[config.mk]
export PLATFORM = sky130hd
export DESIGN_NAME = velocity_to_pwm_register_writes_top
export DESIGN_NICKNAME = d
export VERILOG_FILES = /design/src/hdl/vtprw_pkg.sv /design/src/hdl/vtprw_front.sv /design/src/hdl/vtprw_fifo.sv /design/src/hdl/vtprw_back.sv /design/src/hdl/velocity_to_pwm_register_writes_top.sv
export VERILOG_INCLUDE_DIRS = /design/src /design/src/hdl
export SDC_FILE = /design/constraint.sdc
export NUM_CORES = 2
export LEC_CHECK = 0
export BUFFER_PORTS_ARGS = -buffer_cell sky130_fd_sc_hd__buf_2
export CAP_MARGIN = 20
export CORE_MARGIN = 2
export CORE_UTILIZATION = 45
export DETAILED_ROUTE_END_ITERATION = 6
export PLACE_DENSITY = 0.7
export SLEW_MARGIN = 10
export SYNTH_ARGS = -nofsm -noshare
export SYNTH_HDL_FRONTEND = slang
export SYNTH_HIERARCHICAL = 1
export SYNTH_SLANG_ARGS = --single-unit
[constraint.sdc]
create_clock -name aclk -period 17 [get_ports aclk]
set_clock_uncertainty 0.15 [all_clocks]
set_input_delay 0 -clock aclk [delete_from_list [all_inputs] [get_ports aclk]]
set_output_delay 0 -clock aclk [all_outputs]
set_load 0.1 [all_outputs]
[src/hdl/velocity_to_pwm_register_writes_top_defines.svh]
// assertion macros for the velocity to pwm register write block
// no dependencies, taken in by the top level
`ifndef VELOCITY_TO_PWM_REGISTER_WRITES_TOP_DEFINES_SVH
`define VELOCITY_TO_PWM_REGISTER_WRITES_TOP_DEFINES_SVH

// same-cycle implication, reset gated
`define VTPRW_ASSERT_NOW(label, clk, rstn, ante, cons, msg) \
    label: assert property (@(posedge clk) disable iff (!(rstn)) (ante) |-> (cons)) \
        else $error(msg);

// next-cycle implication, reset gated
`define VTPRW_ASSERT_NEXT(label, clk, rstn, ante, cons, msg) \
    label: assert property (@(posedge clk) disable iff (!(rstn)) (ante) |=> (cons)) \
        else $error(msg);

`endif

[src/hdl/vtprw_pkg.sv]
// shared types and constants for the velocity to pwm register write block
// no dependencies
package vtprw_pkg;

    typedef struct packed {
        logic               motor_select;
        logic signed [15:0] velocity_cmd;
    } in_item_t;

    typedef struct packed {
        logic [7:0] reg_addr;
        logic [7:0] reg_data;
        logic       block_member;
        logic       last_write;
    } out_item_t;

    typedef struct packed {
        logic [3:0]  left_reverse_channel;
        logic [3:0]  left_forward_channel;
        logic [3:0]  right_reverse_channel;
        logic [3:0]  right_forward_channel;
        logic [14:0] max_speed;
        logic [14:0] deadband;
        logic        negate_left;
        logic        negate_right;
    } cfg_t;

    typedef enum logic [1:0] {
        DRV_OFF,
        DRV_ON,
        DRV_PART
    } drive_kind_t;

    // one queued command: first channel always goes full-off
    typedef struct packed {
        logic [3:0]  first_ch;
        logic [3:0]  second_ch;
        drive_kind_t kind;
        logic [11:0] duty;
    } desc_t;

    typedef struct packed {
        logic full;
        logic empty;
    } q_stat_t;

    localparam int CFG_IDX_W  = 3;
    localparam int CFG_DATA_W = 15;

    localparam logic [CFG_IDX_W-1:0] REG_LEFT_REV   = 3'd0;
    localparam logic [CFG_IDX_W-1:0] REG_LEFT_FWD   = 3'd1;
    localparam logic [CFG_IDX_W-1:0] REG_RIGHT_REV  = 3'd2;
    localparam logic [CFG_IDX_W-1:0] REG_RIGHT_FWD  = 3'd3;
    localparam logic [CFG_IDX_W-1:0] REG_MAX_SPEED  = 3'd4;
    localparam logic [CFG_IDX_W-1:0] REG_DEADBAND   = 3'd5;
    localparam logic [CFG_IDX_W-1:0] REG_INV_LEFT   = 3'd6;
    localparam logic [CFG_IDX_W-1:0] REG_INV_RIGHT  = 3'd7;

    localparam logic [14:0] MAX_SPEED_RST = 15'd2560;
    localparam logic [14:0] MIN_SPEED     = 15'd26;
    localparam logic [14:0] MAX_DEADBAND  = 15'd19661;
    localparam logic [16:0] FRAC_ONE      = 17'h10000;

    localparam logic [7:0] BASE_ADDR = 8'h06;
    localparam logic [7:0] FULL_BIT  = 8'h10;
    localparam logic [7:0] ZERO_BYTE = 8'h00;

    localparam logic [1:0] OFS_ON_L  = 2'd0;
    localparam logic [1:0] OFS_ON_H  = 2'd1;
    localparam logic [1:0] OFS_OFF_L = 2'd2;
    localparam logic [1:0] OFS_OFF_H = 2'd3;

    localparam int DIV_STAGES = 16;
    localparam int FIFO_DEPTH = 4;
    localparam int FIFO_AW    = 2;

    localparam logic [2:0] LAST_STEP_SHORT = 3'd3;
    localparam logic [2:0] LAST_STEP_LONG  = 3'd5;

endpackage

[src/hdl/vtprw_front.sv]
// front end: sign handling, pipelined fraction divider, deadband, off count
// depends on vtprw_pkg
module vtprw_front #(
    parameter int DUTY_MAX = 4095
) (
    input  logic                aclk,
    input  logic                aresetn,
    input  vtprw_pkg::cfg_t     cfg,
    input  logic                s_valid,
    output logic                s_ready,
    input  vtprw_pkg::in_item_t s_item,
    input  vtprw_pkg::q_stat_t  q_stat,
    output logic                push_valid,
    output vtprw_pkg::desc_t    push_desc
);

    localparam int OFF_W  = $clog2(DUTY_MAX + 1);
    localparam int PROD_W = 17 + OFF_W + 1;
    localparam int NSTG   = vtprw_pkg::DIV_STAGES;

    typedef struct packed {
        logic        sel;
        logic        neg;
        logic        sat;
        logic [14:0] rem;
        logic [15:0] quo;
    } div_t;

    function automatic div_t div_step(input div_t d, input logic b, input logic [14:0] m);
        logic [15:0] t;
        div_t        r;
        r = d;
        t = {d.rem, b};
        if (t >= {1'b0, m}) begin
            r.rem = 15'(t - {1'b0, m});
            r.quo = {d.quo[14:0], 1'b1};
        end else begin
            r.rem = t[14:0];
            r.quo = {d.quo[14:0], 1'b0};
        end
        return r;
    endfunction

    div_t        pipe_reg  [0:NSTG];
    div_t        pipe_next [0:NSTG];
    logic [NSTG:0] vld_reg;
    logic [NSTG:0] vld_next;

    logic [16:0] frac_reg, frac_next;
    logic        fneg_reg, fneg_next;
    logic        fsel_reg, fsel_next;
    logic        fvld_reg, fvld_next;

    logic [14:0] ms, db;
    logic [15:0] lo;
    logic        adv;
    logic        inv;
    logic [16:0] ext, mag17;
    logic [15:0] mag;
    logic [16:0] frac_raw;
    logic [PROD_W-1:0] prod;
    logic [OFF_W-1:0]  off;
    logic [3:0]  rev_ch, fwd_ch;

    // clamp config limits
    always_comb begin
        ms = (cfg.max_speed < vtprw_pkg::MIN_SPEED) ? vtprw_pkg::MIN_SPEED : cfg.max_speed;
        db = (cfg.deadband > vtprw_pkg::MAX_DEADBAND) ? vtprw_pkg::MAX_DEADBAND
                                                       : cfg.deadband;
        lo = {2'b00, ms[14:1]};
    end

    assign adv        = !(fvld_reg && q_stat.full);
    assign s_ready    = adv;
    assign push_valid = fvld_reg && !q_stat.full;

    always_comb begin
        inv   = s_item.motor_select ? cfg.negate_right : cfg.negate_left;
        ext   = {s_item.velocity_cmd[15], s_item.velocity_cmd};
        mag17 = s_item.velocity_cmd[15] ? 17'(~ext + 17'd1) : ext;
        mag   = mag17[15:0];

        pipe_next[0].sel = s_item.motor_select;
        pipe_next[0].neg = inv ? (!s_item.velocity_cmd[15] && (s_item.velocity_cmd != '0))
                               : s_item.velocity_cmd[15];
        pipe_next[0].sat = (mag >= {1'b0, ms});
        pipe_next[0].rem = pipe_next[0].sat ? '0 : mag[14:0];
        pipe_next[0].quo = '0;
        vld_next[0]      = s_valid;

        for (int i = 1; i <= NSTG; i++) begin
            pipe_next[i] = div_step(pipe_reg[i-1], lo[NSTG-i], ms);
            vld_next[i]  = vld_reg[i-1];
        end

        frac_raw  = pipe_reg[NSTG].sat ? vtprw_pkg::FRAC_ONE : {1'b0, pipe_reg[NSTG].quo};
        frac_next = (frac_raw < {2'b00, db}) ? '0 : frac_raw;
        fneg_next = pipe_reg[NSTG].neg;
        fsel_next = pipe_reg[NSTG].sel;
        fvld_next = vld_reg[NSTG];
    end

    always_ff @(posedge aclk) begin
        if (!aresetn) begin
            vld_reg  <= '0;
            fvld_reg <= 1'b0;
        end else if (adv) begin
            vld_reg  <= vld_next;
            fvld_reg <= fvld_next;
        end
        if (adv) begin
            for (int i = 0; i <= NSTG; i++) begin
                pipe_reg[i] <= pipe_next[i];
            end
            frac_reg <= frac_next;
            fneg_reg <= fneg_next;
            fsel_reg <= fsel_next;
        end
    end

    // off count and write plan
    always_comb begin
        prod   = PROD_W'(frac_reg) * PROD_W'(DUTY_MAX) + PROD_W'(32768);
        off    = prod[16 +: OFF_W];
        rev_ch = fsel_reg ? cfg.right_reverse_channel : cfg.left_reverse_channel;
        fwd_ch = fsel_reg ? cfg.right_forward_channel : cfg.left_forward_channel;

        if (fneg_reg && (frac_reg != '0)) begin
            push_desc.first_ch  = fwd_ch;
            push_desc.second_ch = rev_ch;
        end else begin
            push_desc.first_ch  = rev_ch;
            push_desc.second_ch = fwd_ch;
        end
        if (off == '0) begin
            push_desc.kind = vtprw_pkg::DRV_OFF;
        end else if (off >= OFF_W'(DUTY_MAX)) begin
            push_desc.kind = vtprw_pkg::DRV_ON;
        end else begin
            push_desc.kind = vtprw_pkg::DRV_PART;
        end
        push_desc.duty = 12'(off);
    end

endmodule

[src/hdl/vtprw_fifo.sv]
// short queue of write plans between front and back end
// depends on vtprw_pkg
module vtprw_fifo (
    input  logic                aclk,
    input  logic                aresetn,
    input  logic                push,
    input  vtprw_pkg::desc_t    push_desc,
    input  logic                pop,
    output vtprw_pkg::desc_t    head,
    output vtprw_pkg::q_stat_t  stat
);

    localparam int AW = vtprw_pkg::FIFO_AW;

    vtprw_pkg::desc_t mem_reg [0:vtprw_pkg::FIFO_DEPTH-1];
    logic [AW-1:0] wr_ptr_reg, wr_ptr_next;
    logic [AW-1:0] rd_ptr_reg, rd_ptr_next;
    logic [AW:0]   count_reg, count_next;

    assign stat.full  = (count_reg == (AW+1)'(vtprw_pkg::FIFO_DEPTH));
    assign stat.empty = (count_reg == '0);
    assign head       = mem_reg[rd_ptr_reg];

    always_comb begin
        wr_ptr_next = push ? wr_ptr_reg + 1'b1 : wr_ptr_reg;
        rd_ptr_next = pop ? rd_ptr_reg + 1'b1 : rd_ptr_reg;
        count_next  = count_reg + (AW+1)'(push) - (AW+1)'(pop);
    end

    always_ff @(posedge aclk) begin
        if (!aresetn) begin
            wr_ptr_reg <= '0;
            rd_ptr_reg <= '0;
            count_reg  <= '0;
        end else begin
            wr_ptr_reg <= wr_ptr_next;
            rd_ptr_reg <= rd_ptr_next;
            count_reg  <= count_next;
        end
        if (push) begin
            mem_reg[wr_ptr_reg] <= push_desc;
        end
    end

endmodule

[src/hdl/vtprw_back.sv]
// back end: steps through one write plan, one register write per cycle while m_ready allows
// depends on vtprw_pkg
module vtprw_back (
    input  logic                 aclk,
    input  logic                 aresetn,
    input  vtprw_pkg::desc_t     head,
    input  vtprw_pkg::q_stat_t   q_stat,
    output logic                 pop,
    output logic                 m_valid,
    input  logic                 m_ready,
    output vtprw_pkg::out_item_t m_item
);

    vtprw_pkg::desc_t     cur_reg;
    logic                 cur_vld_reg, cur_vld_next;
    logic [2:0]           step_reg, step_next;
    logic                 m_valid_reg, m_valid_next;
    vtprw_pkg::out_item_t m_item_reg;

    vtprw_pkg::out_item_t wr;
    logic [3:0] ch;
    logic [1:0] ofs;
    logic [2:0] last_step;
    logic       out_free, emit, done;

    assign m_valid = m_valid_reg;
    assign m_item  = m_item_reg;

    always_comb begin
        last_step = (cur_reg.kind == vtprw_pkg::DRV_PART) ? vtprw_pkg::LAST_STEP_LONG
                                                          : vtprw_pkg::LAST_STEP_SHORT;
        ch              = (step_reg < 3'd2) ? cur_reg.first_ch : cur_reg.second_ch;
        ofs             = vtprw_pkg::OFS_ON_H;
        wr.reg_data     = vtprw_pkg::ZERO_BYTE;
        wr.block_member = 1'b0;
        case (step_reg)
            3'd0: begin
                ofs = vtprw_pkg::OFS_ON_H;
            end
            3'd1: begin
                ofs         = vtprw_pkg::OFS_OFF_H;
                wr.reg_data = vtprw_pkg::FULL_BIT;
            end
            3'd2: begin
                case (cur_reg.kind)
                    vtprw_pkg::DRV_OFF:  ofs = vtprw_pkg::OFS_ON_H;
                    vtprw_pkg::DRV_ON:   ofs = vtprw_pkg::OFS_OFF_H;
                    default: begin
                        ofs             = vtprw_pkg::OFS_ON_L;
                        wr.block_member = 1'b1;
                    end
                endcase
            end
            3'd3: begin
                case (cur_reg.kind)
                    vtprw_pkg::DRV_OFF: begin
                        ofs         = vtprw_pkg::OFS_OFF_H;
                        wr.reg_data = vtprw_pkg::FULL_BIT;
                    end
                    vtprw_pkg::DRV_ON: begin
                        ofs         = vtprw_pkg::OFS_ON_H;
                        wr.reg_data = vtprw_pkg::FULL_BIT;
                    end
                    default: begin
                        ofs             = vtprw_pkg::OFS_ON_H;
                        wr.block_member = 1'b1;
                    end
                endcase
            end
            3'd4: begin
                ofs             = vtprw_pkg::OFS_OFF_L;
                wr.reg_data     = cur_reg.duty[7:0];
                wr.block_member = 1'b1;
            end
            default: begin
                ofs             = vtprw_pkg::OFS_OFF_H;
                wr.reg_data     = {4'h0, cur_reg.duty[11:8]};
                wr.block_member = 1'b1;
            end
        endcase
        wr.reg_addr   = vtprw_pkg::BASE_ADDR + {2'b00, ch, 2'b00} + {6'b000000, ofs};
        wr.last_write = (step_reg == last_step);

        out_free     = !m_valid_reg || m_ready;
        emit         = cur_vld_reg && out_free;
        done         = emit && (step_reg == last_step);
        pop          = !q_stat.empty && (!cur_vld_reg || done);
        cur_vld_next = pop ? 1'b1 : (done ? 1'b0 : cur_vld_reg);
        step_next    = pop ? 3'd0 : (emit ? step_reg + 3'd1 : step_reg);
        m_valid_next = emit ? 1'b1 : (m_ready ? 1'b0 : m_valid_reg);
    end

    always_ff @(posedge aclk) begin
        if (!aresetn) begin
            cur_vld_reg <= 1'b0;
            step_reg    <= '0;
            m_valid_reg <= 1'b0;
        end else begin
            cur_vld_reg <= cur_vld_next;
            step_reg    <= step_next;
            m_valid_reg <= m_valid_next;
        end
        if (pop) begin
            cur_reg <= head;
        end
        if (emit) begin
            m_item_reg <= wr;
        end
    end

endmodule

[src/hdl/velocity_to_pwm_register_writes_top.sv]
// top level of the velocity to pwm register write block
// depends on vtprw_pkg, vtprw_front, vtprw_fifo, vtprw_back and the defines header
//
// s_ channel: one item is a motor select and a signed q7.8 velocity command.
// m_ channel: one item is one register write for the pwm controller; every
// command gives four or six writes, the final one flagged by last_write.
// cfg port: write enable, register index and data, taken in one cycle, to be
// used only while no command is in flight.
// path: a command passes through registered sign handling, 16 stages of the
// restoring divider (one quotient bit each), the registered deadband step, the
// queue and the write sequencer before its first write is shown.
// throughput: the sequencer emits one write per cycle while m_ready allows, so a
// command occupies it for four or six writes; the front takes a command every
// cycle until the four-entry queue is full and its last stage holds a command.
// reset: configuration returns to its defaults, pipeline, queue and output
// are emptied; no clearing pass is needed.
// stall: while m_ready is low the output write holds, the sequencer and then
// the queue fill, and s_ready drops once the last front stage cannot drain.
`include "velocity_to_pwm_register_writes_top_defines.svh"

module velocity_to_pwm_register_writes_top #(
    parameter int DUTY_MAX = 4095
) (
    input  logic                                aclk,
    input  logic                                aresetn,
    input  logic                                cfg_wr_en,
    input  logic [vtprw_pkg::CFG_IDX_W-1:0]     cfg_index,
    input  logic [vtprw_pkg::CFG_DATA_W-1:0]    cfg_wdata,
    input  logic                                s_valid,
    output logic                                s_ready,
    input  vtprw_pkg::in_item_t                 s_item,
    output logic                                m_valid,
    input  logic                                m_ready,
    output vtprw_pkg::out_item_t                m_item
);

    vtprw_pkg::cfg_t    cfg_reg, cfg_next;
    vtprw_pkg::q_stat_t q_stat;
    vtprw_pkg::desc_t   push_desc, head;
    logic               push_valid, pop;

    always_comb begin
        cfg_next = cfg_reg;
        if (cfg_wr_en) begin
            case (cfg_index)
                vtprw_pkg::REG_LEFT_REV:  cfg_next.left_reverse_channel  = cfg_wdata[3:0];
                vtprw_pkg::REG_LEFT_FWD:  cfg_next.left_forward_channel  = cfg_wdata[3:0];
                vtprw_pkg::REG_RIGHT_REV: cfg_next.right_reverse_channel = cfg_wdata[3:0];
                vtprw_pkg::REG_RIGHT_FWD: cfg_next.right_forward_channel = cfg_wdata[3:0];
                vtprw_pkg::REG_MAX_SPEED: cfg_next.max_speed             = cfg_wdata;
                vtprw_pkg::REG_DEADBAND:  cfg_next.deadband              = cfg_wdata;
                vtprw_pkg::REG_INV_LEFT:  cfg_next.negate_left           = cfg_wdata[0];
                vtprw_pkg::REG_INV_RIGHT: cfg_next.negate_right          = cfg_wdata[0];
                default:                  cfg_next = cfg_reg;
            endcase
        end
    end

    always_ff @(posedge aclk) begin
        if (!aresetn) begin
            cfg_reg.left_reverse_channel  <= 4'd0;
            cfg_reg.left_forward_channel  <= 4'd1;
            cfg_reg.right_reverse_channel <= 4'd2;
            cfg_reg.right_forward_channel <= 4'd3;
            cfg_reg.max_speed             <= vtprw_pkg::MAX_SPEED_RST;
            cfg_reg.deadband              <= '0;
            cfg_reg.negate_left           <= 1'b0;
            cfg_reg.negate_right          <= 1'b0;
        end else begin
            cfg_reg <= cfg_next;
        end
    end

    vtprw_front #(
        .DUTY_MAX (DUTY_MAX)
    ) u_front (
        .aclk       (aclk),
        .aresetn    (aresetn),
        .cfg        (cfg_reg),
        .s_valid    (s_valid),
        .s_ready    (s_ready),
        .s_item     (s_item),
        .q_stat     (q_stat),
        .push_valid (push_valid),
        .push_desc  (push_desc)
    );

    vtprw_fifo u_fifo (
        .aclk      (aclk),
        .aresetn   (aresetn),
        .push      (push_valid),
        .push_desc (push_desc),
        .pop       (pop),
        .head      (head),
        .stat      (q_stat)
    );

    vtprw_back u_back (
        .aclk    (aclk),
        .aresetn (aresetn),
        .head    (head),
        .q_stat  (q_stat),
        .pop     (pop),
        .m_valid (m_valid),
        .m_ready (m_ready),
        .m_item  (m_item)
    );

    `VTPRW_ASSERT_NOW(a_single_data, aclk, aresetn, m_valid && !m_item.block_member, (m_item.reg_data == vtprw_pkg::FULL_BIT) || (m_item.reg_data == vtprw_pkg::ZERO_BYTE), "single write data is neither full bit nor zero")
    `VTPRW_ASSERT_NOW(a_off_h_nibble, aclk, aresetn, m_valid && m_item.block_member && (m_item.reg_addr[1:0] == 2'b01), m_item.reg_data[7:4] == 4'h0, "block off high byte has upper bits set")
    `VTPRW_ASSERT_NEXT(a_no_double_last, aclk, aresetn, m_valid && m_ready && m_item.last_write, !m_valid || !m_item.last_write, "last write directly follows a last write")
    `VTPRW_ASSERT_NOW(a_stall_cause, aclk, aresetn, !s_ready, q_stat.full, "input stalled with room in the queue")

endmodule
==> results_dict.tcl <==
set metrics [dict create \
    cts.repair.resized 0 \
    hp-class "in2reg" \
    rsz0062_at_grt "no" \
    holdPathEnd "u_front/pipe_reg[0][17]$_DFFE_PN_" \
    crit_path_start_kind "register" \
    drt_pass1_iterations 5 \
    critPathMaxFanout 6 \
    clock_latency_ns 0.63 \
    diodes 0 \
    worst_slew_pin_slew_ns 1.06 \
    numCtsBuffers 72 \
    grt_pass1_vias 25600 \
    row_count 108 \
    gp_congestion 0.895 \
    n_fill_cell 7541 \
    syn_to_final_growth_pct 12.3 \
    drc 0 \
    grt_max_degree 97 \
    synthTopCellsByCount "edfxtp_1 (573), ha_1 (358), a21oi_1 (259)" \
    synth_area_leader_cell "edfxtp_1" \
    synth_cell_types 98 \
    coreArea_mm2 0.0869 \
    finalSetupTns_ns 0 \
    reg2reg_from "u_front/frac_reg[6]$_SDFFCE_PN0N_" \
    antenna_found_initial 0 \
    synth_cells 3348 \
    fin_crit_ns 6.75 \
    fin_area_mm2 0.0443 \
    start_util 0.454 \
    gr-total-overflow 0 \
    drtIter0Drc 1731 \
    min-delay-start "s_item[16]" \
    postCtsSetupRepairBufs 0 \
    synth.top_cell.area_share 0.436 \
    maxCapViolations 0 \
    syn_nets 3867 \
    placed_cells 4521 \
    reg2reg_depth 19 \
    max_freq_mhz 148 \
    synth_area_leaders "edfxtp_1 (44%), ha_1 (11%), fa_1 (6.1%)" \
    ant_nets 0 \
    cts_tree "built" \
    reg2reg_to "u_fifo/mem_reg[2][13]$_DFFE_PP_" \
    grt_usage 0.187 \
    async_flop_share 0 \
    layout.cells.non_filler 4716 \
    cts.clk_slew.worst_paths_ns 0.06 \
    ys_seq_area_frac 0.476 \
    io_pins 60 \
    min_path_cells 2 \
    period_share 0.397 \
    hold_viol 0 \
    ys.flop_type "edfxtp_1" \
    wl_mm 84.2 \
    final_layout_size_suffix_gt1_frac 0.101 \
    cp.arrival_ns 6.96 \
    slew_headroom 0.291 \
    syn_area_per_cell_um2 11.8 \
    dpl.hpwl_mm 57.9 \
    cts.root.buffer_cell "clkbuf_16" \
    placed_area_mm2 0.0411 \
    die_w_um 300 \
    yosysMostFrequentCell "edfxtp_1" \
    setup_viol_count_final 0 \
    largest_register_ffs 427 \
    cts_max_path_buffers 3 \
    fin_nets 4021 \
    critPathKind "reg2reg" \
    cts_hold_buf 60 \
    grt_pass1_wl_mm 135 \
    yosys_warnings 6 \
    cts_sinks 653 \
    synth_edf_count 573 \
    ys_seq_elements 653 \
    endpoint_kind "register" \
    status "finished, final reports clean" \
    portBuffers 58 \
    worstPathRequired_ns 17.22 \
    vias 25800 \
    dieArea_mm2 0.0901 \
    via_per_inst 5.47 \
    netlist_area_mm2 0.0395 \
    wl_per_cell_um 17.9 \
    fp.dieH_um 300 \
    slew_violations 0 \
    r2r_slack_ns 10.25 \
    htreeDepth 3 \
    utilization 0.510 \
]
stage by stage:
step | hold WS (ns) | worst slack (ns)
floorplan | -0.0511 | 1.85
global placement | 0.111 | 10.35
detailed placement | 0.115 | 10.27
CTS | 0.00943 | 10.27
global route | 0.0508 | 9.89
finish | 0.0573 | 10.25
critical path: stages, from the launching register on:
cell       delay [ns]
edfxtp_1         0.46
fa_1             0.74
inv_1            0.11
fa_1             0.55
inv_1            0.06
fa_1             0.51
fa_1             0.55
inv_1            0.05
fa_1             0.52
inv_1            0.04
ha_1             0.33
a211oi_2         0.23
o211ai_1         0.14
a221oi_2         0.35
o221ai_1         0.18
or3_4            0.38
or4_1            0.53
nor4_2           0.18
nand4bb_1        0.14
mux2_4           0.29
cell usage in the layout (no fill, tap or decap), types with 73 or more instances in the layout:
cell / synthesis / layout
fa_1: 121 / 121
nor2b_1: 75 / 74
a21oi_1: 259 / 258
dfxtp_1: 80 / 80
inv_1: 253 / 253
nand2_1: 232 / 232
mux2_2: 78 / 78
xor2_1: 87 / 87
nor2_1: 239 / 236
xnor2_1: 109 / 109
ha_1: 358 / 358
a21o_1: 120 / 120
clkbuf_16: 0 / 73
o21ai_0: 95 / 95
edfxtp_1: 573 / 573
how the worst max path moves through the flow:
stage                                            startpoint                               to  slack, ns  depth (start not counted)
after floorplan              u_fifo/count_reg[1]$_SDFF_PN0_       u_front/fneg_reg$_DFFE_PN_       1.85                          6
after global placement    u_front/frac_reg[9]$_SDFFCE_PN0N_  u_fifo/mem_reg[0][13]$_DFFE_PP_      10.35                         19
after detailed placement  u_front/frac_reg[9]$_SDFFCE_PN0N_  u_fifo/mem_reg[0][13]$_DFFE_PP_      10.27                         19
after CTS                 u_front/frac_reg[9]$_SDFFCE_PN0N_  u_fifo/mem_reg[2][13]$_DFFE_PP_      10.27                         19
after global routing      u_front/frac_reg[6]$_SDFFCE_PN0N_  u_fifo/mem_reg[2][13]$_DFFE_PP_       9.89                         19
final                     u_front/frac_reg[6]$_SDFFCE_PN0N_  u_fifo/mem_reg[2][13]$_DFFE_PP_      10.25                         19
cell type report:
cell class | instances | area, um2 | share of cell area
timing repair buffer | 148 | 1160 | 0.0263
clock inverter | 49 | 664 | 0.0150
tap | 1155 | 1450 | 0.0326
inverter | 255 | 965 | 0.0218
multi-input combinational | 2372 | 19400 | 0.438
clock buffer | 84 | 1870 | 0.0421
sequential | 653 | 18800 | 0.424
logic make-up after synthesis:
group / share of synthesized area
AO/OA/AOI/OAI: 0.118
AND/OR/NAND/NOR: 0.0990
multiplexers: 0.0552
buffers and inverters: 0.0326
XOR/XNOR: 0.0441
adder cells (fa/ha/maj): 0.175
flip-flops: 0.476
other: 0.0000950
metal layers:
layer,share of wire,GRT usage,wire length (um)
met5,0,0,0
met4,0.023,0.0500,1950
met3,0.040,0.0234,3370
met2,0.48,0.317,40100
met1,0.46,0.254,38800
Power is left out: the tool's default activity adds up to more than one toggle a clock period on the data nets, which glitch-free logic cannot reach.
